<file path="config.mk">
export PLATFORM = sky130hd
export DESIGN_NAME = transverse_region_accumulator_unit
export DESIGN_NICKNAME = d
export VERILOG_FILES = /design/src/tra_pkg.sv /design/src/tra_in_stage.sv /design/src/tra_accum.sv /design/src/tra_result.sv /design/src/transverse_region_accumulator_unit.sv
export SDC_FILE = /design/constraint.sdc
export NUM_CORES = 1
export LEC_CHECK = 0
export BUFFER_PORTS_ARGS = -buffer_cell sky130_fd_sc_hd__buf_2
export CORE_ASPECT_RATIO = 1.2
export CORE_UTILIZATION = 58
export DETAILED_ROUTE_END_ITERATION = 12
export GPL_ROUTABILITY_DRIVEN = 0
export HOLD_SLACK_MARGIN = 0.08
export PLACE_DENSITY = 0.81
export SYNTH_ARGS = -nofsm -noshare
export SYNTH_HDL_FRONTEND = slang
export SYNTH_SLANG_ARGS = --single-unit
</file>
<file path="constraint.sdc">
create_clock -name clk -period 23 [get_ports clk]
set_input_delay 1.15 -clock clk [delete_from_list [all_inputs] [get_ports clk]]
set_output_delay 1.15 -clock clk [all_outputs]
set_load 0.05 [all_outputs]
</file>
<file path="src/tra_pkg.sv">
// Shared types and constants of the transverse region accumulator.
// Holds the payload structs, the internal snapshot types and the field codes.
// Depends on nothing.
package tra_pkg;

  localparam int PHI_BITS   = 16;
  localparam int PT_BITS    = 20;
  localparam int COUNT_BITS = 12;
  localparam int SUM_BITS   = 32;

  localparam logic ACT_HEADER   = 1'b0;
  localparam logic ACT_PARTICLE = 1'b1;

  localparam logic REF_JET   = 1'b0;
  localparam logic REF_TRACK = 1'b1;

  typedef struct packed {
    logic                  action;
    logic                  jet_present;
    logic [PHI_BITS-1:0]   jet_phi;
    logic [PT_BITS-1:0]    jet_pt;
    logic                  track_present;
    logic [PHI_BITS-1:0]   track_phi;
    logic [PT_BITS-1:0]    track_pt;
    logic [PHI_BITS-1:0]   particle_phi;
    logic [PT_BITS-1:0]    particle_pt;
    logic                  last_particle;
  } in_item_t;

  typedef struct packed {
    logic                  reference;
    logic [PT_BITS-1:0]    lead_pt;
    logic [COUNT_BITS-1:0] count_min;
    logic [COUNT_BITS-1:0] count_max;
    logic [COUNT_BITS:0]   count_total;
    logic [COUNT_BITS-1:0] count_diff;
    logic [SUM_BITS-1:0]   sum_min;
    logic [SUM_BITS-1:0]   sum_max;
    logic [SUM_BITS:0]     sum_total;
    logic [SUM_BITS-1:0]   sum_diff;
    logic                  last_result;
  } out_item_t;

  typedef struct packed {
    logic [PT_BITS-1:0]              lead_pt;
    logic [1:0][COUNT_BITS-1:0]      cnt;
    logic [1:0][SUM_BITS-1:0]        sum;
  } ref_acc_t;

  typedef ref_acc_t [1:0] snap_t;

  typedef struct packed {
    logic       load;
    logic [1:0] mask;
  } snap_ctl_t;

endpackage

</file>
<file path="src/tra_in_stage.sv">
// Input register of the transverse region accumulator.
// Holds one accepted item until the accumulator takes it; uses tra_pkg.
module tra_in_stage import tra_pkg::*; (
  input  logic     clk,
  input  logic     rst_n,
  input  logic     in_valid,
  output logic     in_stall,
  input  in_item_t in_data,
  output logic     item_vld,
  output in_item_t item,
  input  logic     take
);

  logic     vld_r, vld_nxt;
  in_item_t item_r;

  assign in_stall = vld_r && !take;
  assign item_vld = vld_r;
  assign item     = item_r;

  always_comb begin
    vld_nxt = vld_r;
    if (in_valid && !in_stall) begin
      vld_nxt = 1'b1;
    end else if (take) begin
      vld_nxt = 1'b0;
    end
  end

  always_ff @(posedge clk) begin
    if (!rst_n) begin
      vld_r <= 1'b0;
    end else begin
      vld_r <= vld_nxt;
    end
  end

  always_ff @(posedge clk) begin
    if (in_valid && !in_stall) begin
      item_r <= in_data;
    end
  end

endmodule

</file>
<file path="src/tra_accum.sv">
// Reference latch, side classification and saturating side accumulators.
// Hands a snapshot of the updated sums to the result stage; uses tra_pkg.
module tra_accum import tra_pkg::*; (
  input  logic      clk,
  input  logic      rst_n,
  input  logic      item_vld,
  input  in_item_t  item,
  output logic      take,
  input  logic      snap_free,
  output snap_ctl_t snap_ctl,
  output snap_t     snap
);

  logic [1:0][PHI_BITS-1:0]   ref_phi_r, ref_phi_nxt;
  logic [1:0][PT_BITS-1:0]    ref_pt_r, ref_pt_nxt;
  logic [1:0]                 ref_valid_r, ref_valid_nxt;
  logic [1:0][1:0][COUNT_BITS-1:0] cnt_r, cnt_nxt;
  logic [1:0][1:0][SUM_BITS-1:0]   sum_r, sum_nxt;

  logic                  need;
  logic [PHI_BITS-1:0]   diff [2];
  logic [PHI_BITS-1:0]   mag [2];
  logic [PHI_BITS+2:0]   mag6 [2];
  logic [PHI_BITS+2:0]   mag3 [2];
  logic [PHI_BITS+2:0]   turn;
  logic [1:0]            hit;
  logic [SUM_BITS:0]     sum_add [2];

  assign turn = (PHI_BITS+3)'(1) << PHI_BITS;
  assign need = (item.action == ACT_PARTICLE) && item.last_particle && (|ref_valid_r);
  assign take = item_vld && (!need || snap_free);

  always_comb begin
    ref_phi_nxt   = ref_phi_r;
    ref_pt_nxt    = ref_pt_r;
    ref_valid_nxt = ref_valid_r;
    cnt_nxt       = cnt_r;
    sum_nxt       = sum_r;
    for (int r = 0; r < 2; r++) begin
      diff[r] = item.particle_phi - ref_phi_r[r];
      mag[r]  = diff[r][PHI_BITS-1] ? (PHI_BITS)'(~diff[r] + 1'b1) : diff[r];
      mag6[r] = (PHI_BITS+3)'(mag[r]) * (PHI_BITS+3)'(6);
      mag3[r] = (PHI_BITS+3)'(mag[r]) * (PHI_BITS+3)'(3);
      hit[r]  = ref_valid_r[r] && (mag6[r] > turn) && (mag3[r] < turn);
      sum_add[r] = {1'b0, sum_r[r][diff[r][PHI_BITS-1]]}
                 + (SUM_BITS+1)'(item.particle_pt);
    end
    if (take) begin
      if (item.action == ACT_HEADER) begin
        ref_valid_nxt = {item.track_present, item.jet_present};
        ref_phi_nxt   = {item.track_phi, item.jet_phi};
        ref_pt_nxt    = {item.track_pt, item.jet_pt};
        cnt_nxt       = '0;
        sum_nxt       = '0;
      end else begin
        for (int r = 0; r < 2; r++) begin
          if (hit[r]) begin
            if (cnt_r[r][diff[r][PHI_BITS-1]] != '1) begin
              cnt_nxt[r][diff[r][PHI_BITS-1]] =
                cnt_r[r][diff[r][PHI_BITS-1]] + 1'b1;
            end
            sum_nxt[r][diff[r][PHI_BITS-1]] =
              sum_add[r][SUM_BITS] ? '1 : sum_add[r][SUM_BITS-1:0];
          end
        end
      end
    end
  end

  always_comb begin
    snap_ctl.load = take && need;
    snap_ctl.mask = ref_valid_r;
    for (int r = 0; r < 2; r++) begin
      snap[r].lead_pt = ref_pt_r[r];
      snap[r].cnt     = cnt_nxt[r];
      snap[r].sum     = sum_nxt[r];
    end
  end

  always_ff @(posedge clk) begin
    if (!rst_n) begin
      ref_valid_r <= '0;
    end else begin
      ref_valid_r <= ref_valid_nxt;
    end
  end

  always_ff @(posedge clk) begin
    ref_phi_r <= ref_phi_nxt;
    ref_pt_r  <= ref_pt_nxt;
    cnt_r     <= cnt_nxt;
    sum_r     <= sum_nxt;
  end

endmodule

</file>
<file path="src/tra_result.sv">
// Result buffer of the transverse region accumulator.
// Holds one event's snapshot and sends jet then track results; uses tra_pkg.
module tra_result import tra_pkg::*; (
  input  logic      clk,
  input  logic      rst_n,
  input  snap_ctl_t snap_ctl,
  input  snap_t     snap,
  output logic      snap_free,
  output logic      out_valid,
  input  logic      out_stall,
  output out_item_t out_data
);

  snap_t      snap_r;
  logic [1:0] pend_r, pend_nxt;
  logic [1:0] sent;
  logic [1:0] pend_left;
  logic       sel;

  logic [COUNT_BITS-1:0] c1, c2, cmin, cmax;
  logic [SUM_BITS-1:0]   s1, s2, smin, smax;

  assign sel       = pend_r[0] ? REF_JET : REF_TRACK;
  assign out_valid = |pend_r;
  assign sent      = (out_valid && !out_stall) ? (sel ? 2'b10 : 2'b01) : 2'b00;
  assign pend_left = pend_r & ~sent;
  assign snap_free = (pend_left == 2'b00);
  assign pend_nxt  = snap_ctl.load ? snap_ctl.mask : pend_left;

  always_comb begin
    c1   = snap_r[sel].cnt[0];
    c2   = snap_r[sel].cnt[1];
    s1   = snap_r[sel].sum[0];
    s2   = snap_r[sel].sum[1];
    cmax = (c2 > c1) ? c2 : c1;
    cmin = (c2 > c1) ? c1 : c2;
    smax = (s2 > s1) ? s2 : s1;
    smin = (s2 > s1) ? s1 : s2;
    out_data.reference   = sel;
    out_data.lead_pt     = snap_r[sel].lead_pt;
    out_data.count_min   = cmin;
    out_data.count_max   = cmax;
    out_data.count_total = {1'b0, cmin} + {1'b0, cmax};
    out_data.count_diff  = cmax - cmin;
    out_data.sum_min     = smin;
    out_data.sum_max     = smax;
    out_data.sum_total   = {1'b0, smin} + {1'b0, smax};
    out_data.sum_diff    = smax - smin;
    out_data.last_result = (sel == REF_TRACK) || !pend_r[1];
  end

  always_ff @(posedge clk) begin
    if (!rst_n) begin
      pend_r <= 2'b00;
    end else begin
      pend_r <= pend_nxt;
    end
  end

  always_ff @(posedge clk) begin
    if (snap_ctl.load) begin
      snap_r <= snap;
    end
  end

  a_load_when_free: assert property (@(posedge clk) disable iff (!rst_n)
    snap_ctl.load |-> snap_free)
    else $error("snapshot loaded over pending results");

  a_load_nonempty: assert property (@(posedge clk) disable iff (!rst_n)
    snap_ctl.load |-> (snap_ctl.mask != 2'b00))
    else $error("snapshot loaded with no reference present");

  a_last_single: assert property (@(posedge clk) disable iff (!rst_n)
    (out_valid && out_data.last_result) |-> ($countones(pend_r) == 1))
    else $error("final result flagged while another result is pending");

  a_jet_first: assert property (@(posedge clk) disable iff (!rst_n)
    (out_valid && !out_stall && sel == REF_JET && pend_r[1] && !snap_ctl.load)
      |=> (pend_r == 2'b10))
    else $error("track result lost after jet transfer");

endmodule

</file>
<file path="src/transverse_region_accumulator_unit.sv">
// Top level of the transverse region accumulator.
// Instantiates tra_in_stage, tra_accum and tra_result; uses tra_pkg.
//
// Takes one item per cycle while in_stall is low: a header latches the
// leading jet and track and clears the side sums, and each particle adds to
// the matching transverse side of every present reference once the input
// register hands it to the accumulator. A last particle copies the updated
// sums into a one-event result buffer, which sends the jet result and then
// the track result, one per cycle while out_stall is low. A further last
// particle waits in the input register while that buffer still holds
// results. Counts saturate at 4095 and sums at 2^32 - 1.
module transverse_region_accumulator_unit import tra_pkg::*; (
  input  logic      clk,
  input  logic      rst_n,
  input  logic      in_valid,
  output logic      in_stall,
  input  in_item_t  in_data,
  output logic      out_valid,
  input  logic      out_stall,
  output out_item_t out_data
);

  logic      item_vld;
  in_item_t  item;
  logic      take;
  logic      snap_free;
  snap_ctl_t snap_ctl;
  snap_t     snap;

  tra_in_stage u_in_stage (
    .clk      (clk),
    .rst_n    (rst_n),
    .in_valid (in_valid),
    .in_stall (in_stall),
    .in_data  (in_data),
    .item_vld (item_vld),
    .item     (item),
    .take     (take)
  );

  tra_accum u_accum (
    .clk       (clk),
    .rst_n     (rst_n),
    .item_vld  (item_vld),
    .item      (item),
    .take      (take),
    .snap_free (snap_free),
    .snap_ctl  (snap_ctl),
    .snap      (snap)
  );

  tra_result u_result (
    .clk       (clk),
    .rst_n     (rst_n),
    .snap_ctl  (snap_ctl),
    .snap      (snap),
    .snap_free (snap_free),
    .out_valid (out_valid),
    .out_stall (out_stall),
    .out_data  (out_data)
  );

endmodule

</file>
==> report_table.html, run 1 <==
<table>
<tr><th>Metric</th><th>Value</th></tr>
<tr><th colspan="2">Run status</th></tr>
<tr><td>Outcome</td><td>completed</td></tr>
<tr><th colspan="2">Hold path</th></tr>
<tr><td>Path class of the lowest-slack min-delay path</td><td>reg2reg</td></tr>
<tr><td>Hold_sp</td><td>u_accum.snap[102]</td></tr>
<tr><td>Worst hold path cell count</td><td>0</td></tr>
<tr><td>Hold path endpoint</td><td>u_result.snap_r[102]</td></tr>
<tr><th colspan="2">Floorplanning</th></tr>
<tr><td>Standard-cell row count</td><td>96</td></tr>
<tr><td>Core box area</td><td>57500 um^2</td></tr>
<tr><td>Die Footprint</td><td>59700 um^2</td></tr>
<tr><td>Chip Height</td><td>267 um</td></tr>
<tr><td>Ports placed on the boundary</td><td>318</td></tr>
<tr><td>Die width</td><td>223 um</td></tr>
<tr><td>Initial core utilization</td><td>59.2%</td></tr>
<tr><th colspan="2">Route</th></tr>
<tr><td>Number of DRC violations after detailed-routing iteration 0</td><td>2279</td></tr>
<tr><td>Via total after detailed routing</td><td>27083</td></tr>
<tr><td>Total iterations of the first detailed-routing run</td><td>6</td></tr>
<tr><td>Vias per inst</td><td>6.10</td></tr>
<tr><td>Per-cell routed wire length</td><td>19.1 um</td></tr>
<tr><td>Final Routed Wirelength</td><td>84.7 mm</td></tr>
<tr><td>Count of unresolved DRC violations after routing</td><td>0</td></tr>
<tr><td>Post-route antenna net violation count</td><td>0</td></tr>
<tr><th colspan="2">Yosys</th></tr>
<tr><td>Ys Warns</td><td>0</td></tr>
<tr><td>Fraction of post-synthesis cell area in the top cell type by area</td><td>35.3%</td></tr>
<tr><td>Commonest cells post-synth</td><td>sky130_fd_sc_hd__edfxtp_1 (400), sky130_fd_sc_hd__nand2_1 (362), sky130_fd_sc_hd__nor2_1 (244)</td></tr>
<tr><td>Leading cell types by total area after synthesis</td><td>sky130_fd_sc_hd__edfxtp_1 (35%), sky130_fd_sc_hd__dfxtp_1 (11%), sky130_fd_sc_hd__ha_1 (7.0%)</td></tr>
<tr><td>Instance count of the mapped netlist</td><td>3421</td></tr>
<tr><td>Cell with the most instances after synthesis</td><td>sky130_fd_sc_hd__edfxtp_1</td></tr>
<tr><td>Yosys reg bits</td><td>581</td></tr>
<tr><td>Average cell area after synthesis</td><td>9.95 um^2</td></tr>
<tr><td>Library cell with the largest summed area after synthesis</td><td>sky130_fd_sc_hd__edfxtp_1</td></tr>
<tr><td>Main synth FF type</td><td>sky130_fd_sc_hd__edfxtp_1</td></tr>
<tr><td>Mapped Area</td><td>34000 um^2</td></tr>
<tr><td>Net count of the mapped netlist</td><td>3735</td></tr>
<tr><td>Fraction of synthesis flops using an asynchronous set or reset pin</td><td>0%</td></tr>
<tr><td>Number of distinct library cell variants in the gate-level netlist after synthesis</td><td>103</td></tr>
<tr><td>EDFF count, synth</td><td>400</td></tr>
<tr><td>Sequential-to-total area share from yosys stat</td><td>45.9%</td></tr>
<tr><th colspan="2">Final layout</th></tr>
<tr><td>Final Net Count</td><td>3972</td></tr>
<tr><td>N_diodes</td><td>0</td></tr>
<tr><td>Fraction of final layout cells sized beyond drive strength 1</td><td>14.8%</td></tr>
<tr><td>Area grow syn2layout</td><td>11.5%</td></tr>
<tr><td>Final core utilization</td><td>66.0%</td></tr>
<tr><td>Final instance area</td><td>38000 um^2</td></tr>
<tr><th colspan="2">Clock network</th></tr>
<tr><td>Clk buf depth</td><td>3</td></tr>
<tr><td>TritonCTS clock tree</td><td>yes</td></tr>
<tr><td>CTS clock-pin slew for the worst setup and hold paths</td><td>0.06 ns</td></tr>
<tr><td>Worst skew pair latency</td><td>0.63 ns</td></tr>
<tr><td>Post-cts repair resize count</td><td>0</td></tr>
<tr><td>CTS H-tree depth</td><td>2</td></tr>
<tr><td>Clock tree sinks</td><td>581</td></tr>
<tr><td>Number of buffers added to fix hold violations after cts</td><td>0</td></tr>
<tr><td>Root buffer cell</td><td>sky130_fd_sc_hd__clkbuf_16</td></tr>
<tr><td>Clock buffer count from CTS</td><td>55</td></tr>
<tr><td>Post-CTS setup buffer count</td><td>0</td></tr>
<tr><th colspan="2">Critical path</th></tr>
<tr><td>Crit-path max FO</td><td>50</td></tr>
<tr><td>Critical path data required time</td><td>21.85 ns</td></tr>
<tr><td>Largest stage delay on the critical path</td><td>0.72 ns</td></tr>
<tr><td>Setup slack, reg-to-reg</td><td>13.98 ns</td></tr>
<tr><td>Critical setup path kind</td><td>reg2out</td></tr>
<tr><td>Cell chain of the critical path</td><td>buf_4 -&gt; mux2_2 -&gt; ha_1 -&gt; nand4_1 -&gt; nor4_2 -&gt; inv_1 -&gt; a2111oi_0 -&gt; o31ai_1 -&gt; o211a_1 -&gt; nor2_4 -&gt; buf_4 -&gt; a22oi_1 -&gt; ha_1 -&gt; nand2_1 -&gt; a41oi_1 -&gt; nor4b_1 -&gt; o21ai_1 -&gt; a31oi_1 -&gt; o21ai_1 -&gt; a211oi_2 -&gt; mux2i_1 -&gt; a2111oi_0 -&gt; buf_2</td></tr>
<tr><td>Reg-to-reg endpoint</td><td>u_result.snap_r[34]</td></tr>
<tr><td>Crit Reg-Reg Startpoint</td><td>u_in_stage.item[22]</td></tr>
<tr><td>Number of cell instances on the worst register-to-register path</td><td>24</td></tr>
<tr><td>Crit path max-delay cell type</td><td>sky130_fd_sc_hd__buf_4</td></tr>
<tr><td>Kind of capture point of the worst setup path</td><td>output port</td></tr>
<tr><td>Kind of start point of the critical path</td><td>flop</td></tr>
<tr><td>Arrival @ worst endpoint</td><td>9.03 ns</td></tr>
<tr><th colspan="2">GRT</th></tr>
<tr><td>Met1 demand-to-capacity share in global routing</td><td>34.0%</td></tr>
<tr><td>Grt met3 use</td><td>3.72%</td></tr>
<tr><td>Busiest grt layer</td><td>met2</td></tr>
<tr><td>Aggregate global-route resource usage</td><td>27.8%</td></tr>
<tr><td>Total congestion overflow after global routing</td><td>0</td></tr>
<tr><td>Via count of the first global-routing pass</td><td>25467</td></tr>
<tr><td>Largest net degree at the start of global routing</td><td>189</td></tr>
<tr><td>Number of antenna violations at the first check in global routing</td><td>0</td></tr>
<tr><td>Global-route wire length before repair</td><td>132 mm</td></tr>
<tr><td>M2 GR Usage</td><td>48.9%</td></tr>
<tr><th colspan="2">Pwr</th></tr>
<tr><td>Portion of total power attributed to sequential cells</td><td>44.1%</td></tr>
<tr><td>Portion of total power attributed to the clock network</td><td>33.7%</td></tr>
<tr><td>Leak pwr</td><td>15.1 nW</td></tr>
<tr><td>Proportion of total power due to net switching</td><td>29.3%</td></tr>
<tr><td>Power per standard cell area</td><td>70.6 nW/um^2</td></tr>
<tr><td>Internal power</td><td>1.89 mW</td></tr>
<tr><td>Portion of total power attributed to combinational logic</td><td>22.2%</td></tr>
<tr><td>Peak ir drop on the vdd network</td><td>0.0000846 V</td></tr>
<tr><td>Net switching power of the design</td><td>0.785 mW</td></tr>
<tr><th colspan="2">Timing</th></tr>
<tr><td>Fin Hold WS</td><td>0.415 ns</td></tr>
<tr><td>Timing-limited maximum frequency</td><td>0.0982 GHz</td></tr>
<tr><td>Period utilization</td><td>44.3%</td></tr>
<tr><td>Endpoints failing hold</td><td>0</td></tr>
<tr><td>Unrepaired setup endpoints after global routing</td><td>false</td></tr>
<tr><td>Total Negative Setup Slacks</td><td>0 ns</td></tr>
<tr><td>Setup skew after layout</td><td>0.0314 ns</td></tr>
<tr><td>Tightest slew margin relative to the limit</td><td>14.6%</td></tr>
<tr><td>Tmin final</td><td>10.18 ns</td></tr>
<tr><td>Final number of setup-violating endpoints</td><td>0</td></tr>
<tr><td>Transition at the pin with the smallest max-transition slack</td><td>1.28 ns</td></tr>
<tr><td>Fin. max-slew vios</td><td>0</td></tr>
<tr><th colspan="2">Place</th></tr>
<tr><td>I/O Buffers</td><td>317</td></tr>
<tr><td>Cell Area, Placed</td><td>36200 um^2</td></tr>
<tr><td>HPWL after detailed placement</td><td>60.6 mm</td></tr>
<tr><th colspan="2">Run</th></tr>
<tr><td>Max-cap violation count</td><td>0</td></tr>
</table>
[power groups by stage]
stage | Combinational [mW] | Clock, mW | Sequential (mW)
after floorplan | 0.466 | 0 | 1.20
after global placement | 0.572 | 0 | 1.20
after detailed placement | 0.585 | 0 | 1.20
after CTS | 0.591 | 0.918 | 1.18
after global routing | 0.655 | 0.959 | 1.18
final | 0.595 | 0.903 | 1.18
[critical path: cells and delay by family, from the launching register on]
family | cells | cell delay (ns)
buffers and inverters | 4 | 1.60
adder cells (fa/ha/maj) | 2 | 0.78
multiplexers | 2 | 0.62
AND/OR/NAND/NOR | 5 | 1.93
flip-flops | 1 | 0.58
AO/OA/AOI/OAI | 10 | 2.81
[logic make-up after synthesis]
kind of cell	share of synthesized area, %
muxes	5.15
adders and majority gates	7.52
buffers and inverters	4.19
xor gates and xnor gates	5.57
AOI/OAI and AO/OA	18.3
DFF	45.9
and+or+nand+nor	13.3
[cell type report]
class / count / area, um^2
Fill cell: 4432 / 19600
Multi-Input combinational cell: 2480 / 17100
Sequential cell: 581 / 15600
Timing Repair Buffer: 344 / 1800
Clock buffer: 73 / 1480
Tap cell: 735 / 920
Inverter: 196 / 737
Clock inverter: 30 / 329
[layout by cell type, fill, tap and decap left out, drive strengths merged, types with 17 or more instances in the layout]
| cell | synthesis | final |
|---|---|---|
| nand3 | 112 | 112 |
| buf | 54 | 344 |
| o21ai | 181 | 181 |
| a31oi | 41 | 41 |
| xor2 | 74 | 74 |
| inv | 195 | 197 |
| or3 | 22 | 22 |
| and3 | 35 | 35 |
| nor2 | 245 | 245 |
| a211oi | 18 | 18 |
| nor3 | 67 | 67 |
| o311ai | 18 | 18 |
| o21a | 20 | 20 |
| a21o | 67 | 67 |
| clkinv | 1 | 23 |
| o2bb2ai | 45 | 45 |
| o21bai | 43 | 43 |
| nor4 | 19 | 19 |
| clkbuf | 110 | 73 |
| nand2b | 17 | 17 |
| xnor2 | 139 | 139 |
| mux2i | 104 | 104 |
| nor2b | 28 | 28 |
| o211ai | 39 | 39 |
| a21oi | 240 | 240 |
| mux2 | 63 | 63 |
| a22o | 50 | 50 |
| edfxtp | 400 | 400 |
| ha | 190 | 190 |
| dfxtp | 181 | 181 |
| nand2 | 365 | 365 |
| nand4 | 22 | 22 |
[through the flow]
step / power [mW] / worst slack (ns) / cells
finish: 2.68 / 12.82 / 4439
global route: 2.80 / 12.21 / 4439
CTS: 2.69 / 12.89 / 4439
detailed placement: 1.79 / 13.59 / 4336
global placement: 1.77 / 13.84 / 4336
floorplan: 1.66 / 10.49 / 3421
[worst max-delay path by stage]
| stage | startpoint | endpoint | slack, ns |
|---|---|---|---|
| 2_1_floorplan | u_result.pend_r[0] | u_result.snap_r[0] | 10.49 |
| 3_3_place_gp | u_result.pend_r[0] | out_data[27] | 13.84 |
| 3_5_place_dp | u_result.pend_r[0] | out_data[27] | 13.59 |
| 4_1_cts | u_result.pend_r[0] | out_data[27] | 12.89 |
| 5_1_grt | u_result.pend_r[0] | out_data[27] | 12.21 |
| 6_report | u_result.pend_r[0] | out_data[27] | 12.82 |
[state kept, by name (all words and copies together) (netlist names)]
name / cells
u_in_stage.item_vld: 1
u_accum.cnt_r: 48
u_in_stage.item: 112
u_result.pend_r: 2
u_result.snap_r: 216
u_accum.ref_valid_r: 2
u_accum.ref_phi_r: 32
u_accum.snap: 40
u_accum.sum_r: 128
[per-layer routing]
metal  part of all wire [%]  vias up
li1                       -    12997
met1                     40    12679
met2                     49     1200
met3                    7.2      207
met4                    4.0        0
met5                      0        -
(Power assumes the default switching activity.)
==> run 2: changes to the inputs <==
clock period = 10.55 ns   (was 23 ns; I/O delays follow)
==> report_table.html, run 2 (synthesized netlist as in run 1, its figures left out) <==
<table>
<tr><th>Metric</th><th>Value</th></tr>
<tr><th colspan="2">Timing</th></tr>
<tr><td>Timing-limited maximum frequency</td><td>0.106 GHz</td></tr>
<tr><td>Fin. max-slew vios</td><td>0 (unchanged)</td></tr>
<tr><td>Final number of setup-violating endpoints</td><td>0 (unchanged)</td></tr>
<tr><td>Tightest slew margin relative to the limit</td><td>17.7% (+3.1 points)</td></tr>
<tr><td>Slack of the critical path</td><td>1.12 ns (-11.70 ns)</td></tr>
<tr><td>Period utilization</td><td>89.4%</td></tr>
<tr><td>Tmin final</td><td>9.43 ns</td></tr>
<tr><td>Setup skew after layout</td><td>0.0348 ns (+0.00346 ns)</td></tr>
<tr><td>Unrepaired setup endpoints after global routing</td><td>false</td></tr>
<tr><td>Transition at the pin with the smallest max-transition slack</td><td>1.23 ns (-0.0472 ns)</td></tr>
<tr><td>Total Negative Setup Slacks</td><td>0 ns (unchanged)</td></tr>
<tr><td>Endpoints failing hold</td><td>0 (unchanged)</td></tr>
<tr><th colspan="2">Pwr</th></tr>
<tr><td>Portion of total power attributed to the clock network</td><td>34.4% (+0.7 points)</td></tr>
<tr><td>Portion of total power attributed to sequential cells</td><td>43.2% (-0.9 points)</td></tr>
<tr><td>Leak pwr</td><td>15.5 nW (+2.8%)</td></tr>
<tr><td>Internal power</td><td>4.22 mW (+120%)</td></tr>
<tr><td>Peak ir drop on the vdd network</td><td>0.000151 V (+78%)</td></tr>
<tr><td>Proportion of total power due to net switching</td><td>29.2% (-0.092 points)</td></tr>
<tr><td>Net switching power of the design</td><td>1.74 mW (+120%)</td></tr>
<tr><td>Power per standard cell area</td><td>153 nW/um^2 (+120%)</td></tr>
<tr><td>Portion of total power attributed to combinational logic</td><td>22.4% (+0.2 points)</td></tr>
<tr><th colspan="2">Route</th></tr>
<tr><td>Final Routed Wirelength</td><td>88.7 mm (+4.8%)</td></tr>
<tr><td>Post-route antenna net violation count</td><td>0 (unchanged)</td></tr>
<tr><td>Per-cell routed wire length</td><td>19.6 um (+2.7%)</td></tr>
<tr><td>Vias per inst</td><td>6.14 (+0.56%)</td></tr>
<tr><td>Total iterations of the first detailed-routing run</td><td>6 (unchanged)</td></tr>
<tr><td>Count of unresolved DRC violations after routing</td><td>0 (unchanged)</td></tr>
<tr><td>Via total after detailed routing</td><td>27788 (+2.6%)</td></tr>
<tr><td>Number of DRC violations after detailed-routing iteration 0</td><td>2528 (+11%)</td></tr>
<tr><th colspan="2">Clock network</th></tr>
<tr><td>Root buffer cell</td><td>sky130_fd_sc_hd__clkbuf_16</td></tr>
<tr><td>Clock buffer count from CTS</td><td>53 (-3.6%)</td></tr>
<tr><td>Worst skew pair latency</td><td>0.63 ns (about the same)</td></tr>
<tr><td>Clock tree sinks</td><td>581 (unchanged)</td></tr>
<tr><td>Clk buf depth</td><td>3 (unchanged)</td></tr>
<tr><td>CTS clock-pin slew for the worst setup and hold paths</td><td>0.06 ns (about the same)</td></tr>
<tr><td>CTS H-tree depth</td><td>2 (unchanged)</td></tr>
<tr><td>TritonCTS clock tree</td><td>yes</td></tr>
<tr><td>Post-CTS setup buffer count</td><td>0 (unchanged)</td></tr>
<tr><th colspan="2">Critical path</th></tr>
<tr><td>Arrival @ worst endpoint</td><td>8.90 ns (-0.13 ns)</td></tr>
<tr><td>Number of cell instances on the worst register-to-register path</td><td>27 (+13%)</td></tr>
<tr><td>Critical path data required time</td><td>10.02 ns (-11.83 ns)</td></tr>
<tr><td>Kind of start point of the critical path</td><td>flop</td></tr>
<tr><td>Crit-path max FO</td><td>35 (-30%)</td></tr>
<tr><td>Kind of capture point of the worst setup path</td><td>output port</td></tr>
<tr><td>Critical setup path kind</td><td>reg2out</td></tr>
<tr><th colspan="2">Hold path</th></tr>
<tr><td>Worst hold path cell count</td><td>1 (+1)</td></tr>
<tr><td>Path class of the lowest-slack min-delay path</td><td>in2reg</td></tr>
<tr><th colspan="2">Final layout</th></tr>
<tr><td>Highest-count cells in the layout ignoring fill and taps</td><td>sky130_fd_sc_hd__edfxtp_1 (400), sky130_fd_sc_hd__nand2_1 (360), sky130_fd_sc_hd__buf_2 (317)</td></tr>
<tr><td>Most common cell after layout, fill and taps aside</td><td>sky130_fd_sc_hd__edfxtp_1</td></tr>
<tr><td>Area grow syn2layout</td><td>14.5%</td></tr>
<tr><td>Register bank with the most flops</td><td>u_result.snap_r</td></tr>
<tr><td>Final Net Count</td><td>4065 (+2.3%)</td></tr>
<tr><td>Final cell count without fillers</td><td>4529 (+2.0%)</td></tr>
<tr><td>Fraction of final layout cells sized beyond drive strength 1</td><td>14.7% (-0.16 points)</td></tr>
<tr><td>Max reg flops</td><td>216 (unchanged)</td></tr>
<tr><th colspan="2">GRT</th></tr>
<tr><td>Number of antenna violations at the first check in global routing</td><td>2 (+2)</td></tr>
<tr><td>Total congestion overflow after global routing</td><td>0 (unchanged)</td></tr>
<tr><td>Global-route wire length before repair</td><td>138 mm (+4.1%)</td></tr>
<tr><td>Largest net degree at the start of global routing</td><td>188 (-0.53%)</td></tr>
<tr><td>Aggregate global-route resource usage</td><td>29.1% (+1.3 points)</td></tr>
<tr><td>Via count of the first global-routing pass</td><td>26440 (+3.8%)</td></tr>
<tr><th colspan="2">Place</th></tr>
<tr><td>HPWL after detailed placement</td><td>60.6 mm (about the same)</td></tr>
<tr><td>Dpl ws</td><td>1.92 ns (-11.67 ns)</td></tr>
<tr><td>I/O Buffers</td><td>317 (unchanged)</td></tr>
<tr><td>Number of cells in the design after placement</td><td>4339 (+0.069%)</td></tr>
<tr><th colspan="2">Floorplanning</th></tr>
<tr><td>Initial core utilization</td><td>59.2% (unchanged)</td></tr>
<tr><td>Core box area</td><td>57500 um^2 (unchanged)</td></tr>
<tr><td>Chip Height</td><td>267 um (unchanged)</td></tr>
<tr><td>Die Footprint</td><td>59700 um^2 (unchanged)</td></tr>
<tr><td>Ports placed on the boundary</td><td>318 (unchanged)</td></tr>
<tr><td>Standard-cell row count</td><td>96 (unchanged)</td></tr>
<tr><td>Die width</td><td>223 um (unchanged)</td></tr>
<tr><th colspan="2">Run status</th></tr>
<tr><td>Outcome</td><td>completed</td></tr>
<tr><th colspan="2">Run</th></tr>
<tr><td>Max-cap violation count</td><td>0 (unchanged)</td></tr>
</table>
[run 2: stage by stage]
step / cell area (um^2) / hold slack (ns) / total power, mW / utilization [%]
5_1_grt: 39000 / 0.0808 / 6.20 / 67.7
2_1_floorplan: 34000 / 0.400 / 3.62 / -
3_5_place_dp: 36200 / 0.405 / 3.90 / 62.9
4_1_cts: 38900 / 0.0802 / 5.95 / 67.7
3_3_place_gp: 36200 / 0.400 / 3.86 / 62.9
6_report: 39000 / 0.100 / 5.96 / 67.7
[run 2: power groups by stage]
| stage | combinational [mW] | clock [mW] | sequential, mW |
|---|---|---|---|
| 5_1_grt | 1.46 | 2.16 | 2.58 |
| 3_3_place_gp | 1.24 | 0 | 2.62 |
| 3_5_place_dp | 1.28 | 0 | 2.62 |
| 6_report | 1.33 | 2.05 | 2.58 |
| 4_1_cts | 1.31 | 2.06 | 2.57 |
| 2_1_floorplan | 1.01 | 0 | 2.61 |
[run 2: timing repair]
action	in CTS	in global routing
hold endpoints to repair	89	3
gates resized for setup	0	0
hold buffers	89	3
[run 2: critical path, cell delays in order (launching register included)]
cell and delay [ns]:
sky130_fd_sc_hd__dfxtp_4 0.71, sky130_fd_sc_hd__buf_4 0.41, sky130_fd_sc_hd__mux2_2 0.43, sky130_fd_sc_hd__ha_1 0.52
sky130_fd_sc_hd__nand4_1 0.28, sky130_fd_sc_hd__nor4_2 0.49, sky130_fd_sc_hd__inv_1 0.11, sky130_fd_sc_hd__a2111oi_0 0.49
sky130_fd_sc_hd__o31ai_1 0.16, sky130_fd_sc_hd__o211a_1 0.27, sky130_fd_sc_hd__nor2_4 0.61, sky130_fd_sc_hd__buf_4 0.42
sky130_fd_sc_hd__a22oi_1 0.15, sky130_fd_sc_hd__ha_1 0.28, sky130_fd_sc_hd__nand2_1 0.10, sky130_fd_sc_hd__a41oi_1 0.17
sky130_fd_sc_hd__nor4b_1 0.44, sky130_fd_sc_hd__o21ai_1 0.14, sky130_fd_sc_hd__a31oi_1 0.38, sky130_fd_sc_hd__o21ai_1 0.26
sky130_fd_sc_hd__a211oi_2 0.53, sky130_fd_sc_hd__mux2i_1 0.14, sky130_fd_sc_hd__a2111oi_0 0.41, sky130_fd_sc_hd__buf_2 0.34
[run 2: layout make-up]
cell class	count	area, um^2
Antenna cell	1	2.50
Sequential cell	581	15600
Clock buffer	66	1420
Tap cell	735	920
Timing Repair Buffer	439	2750
Fill cell	4356	18600
Clock inverter	31	437
Multi-Input combinational cell	2480	17100
Inverter	196	737
[run 2: worst paths after layout]
kind / startpoint / to / slack (ns)
setup / recovery: u_result.pend_r[0] / out_data[27] / 1.12
hold reg to reg: u_in_stage.item[85] / u_accum.snap[99] / 0.42
hold / removal: in_data[5] / u_in_stage.item[5] / 0.10
setup reg to reg: u_in_stage.item[22] / u_result.snap_r[187] / 1.82
[run 2: per-layer routing]
| layer | part of all wire (%) | vias to the layer above | global-route usage (%) |
|---|---|---|---|
| met3 | 7.2 | 240 | 4.40 |
| met5 | 0 | - | 0 |
| met2 | 50 | 1267 | 51.5 |
| met1 | 39 | 13086 | 34.7 |
| met4 | 4.4 | 0 | 13.6 |
| li1 | - | 13195 | - |
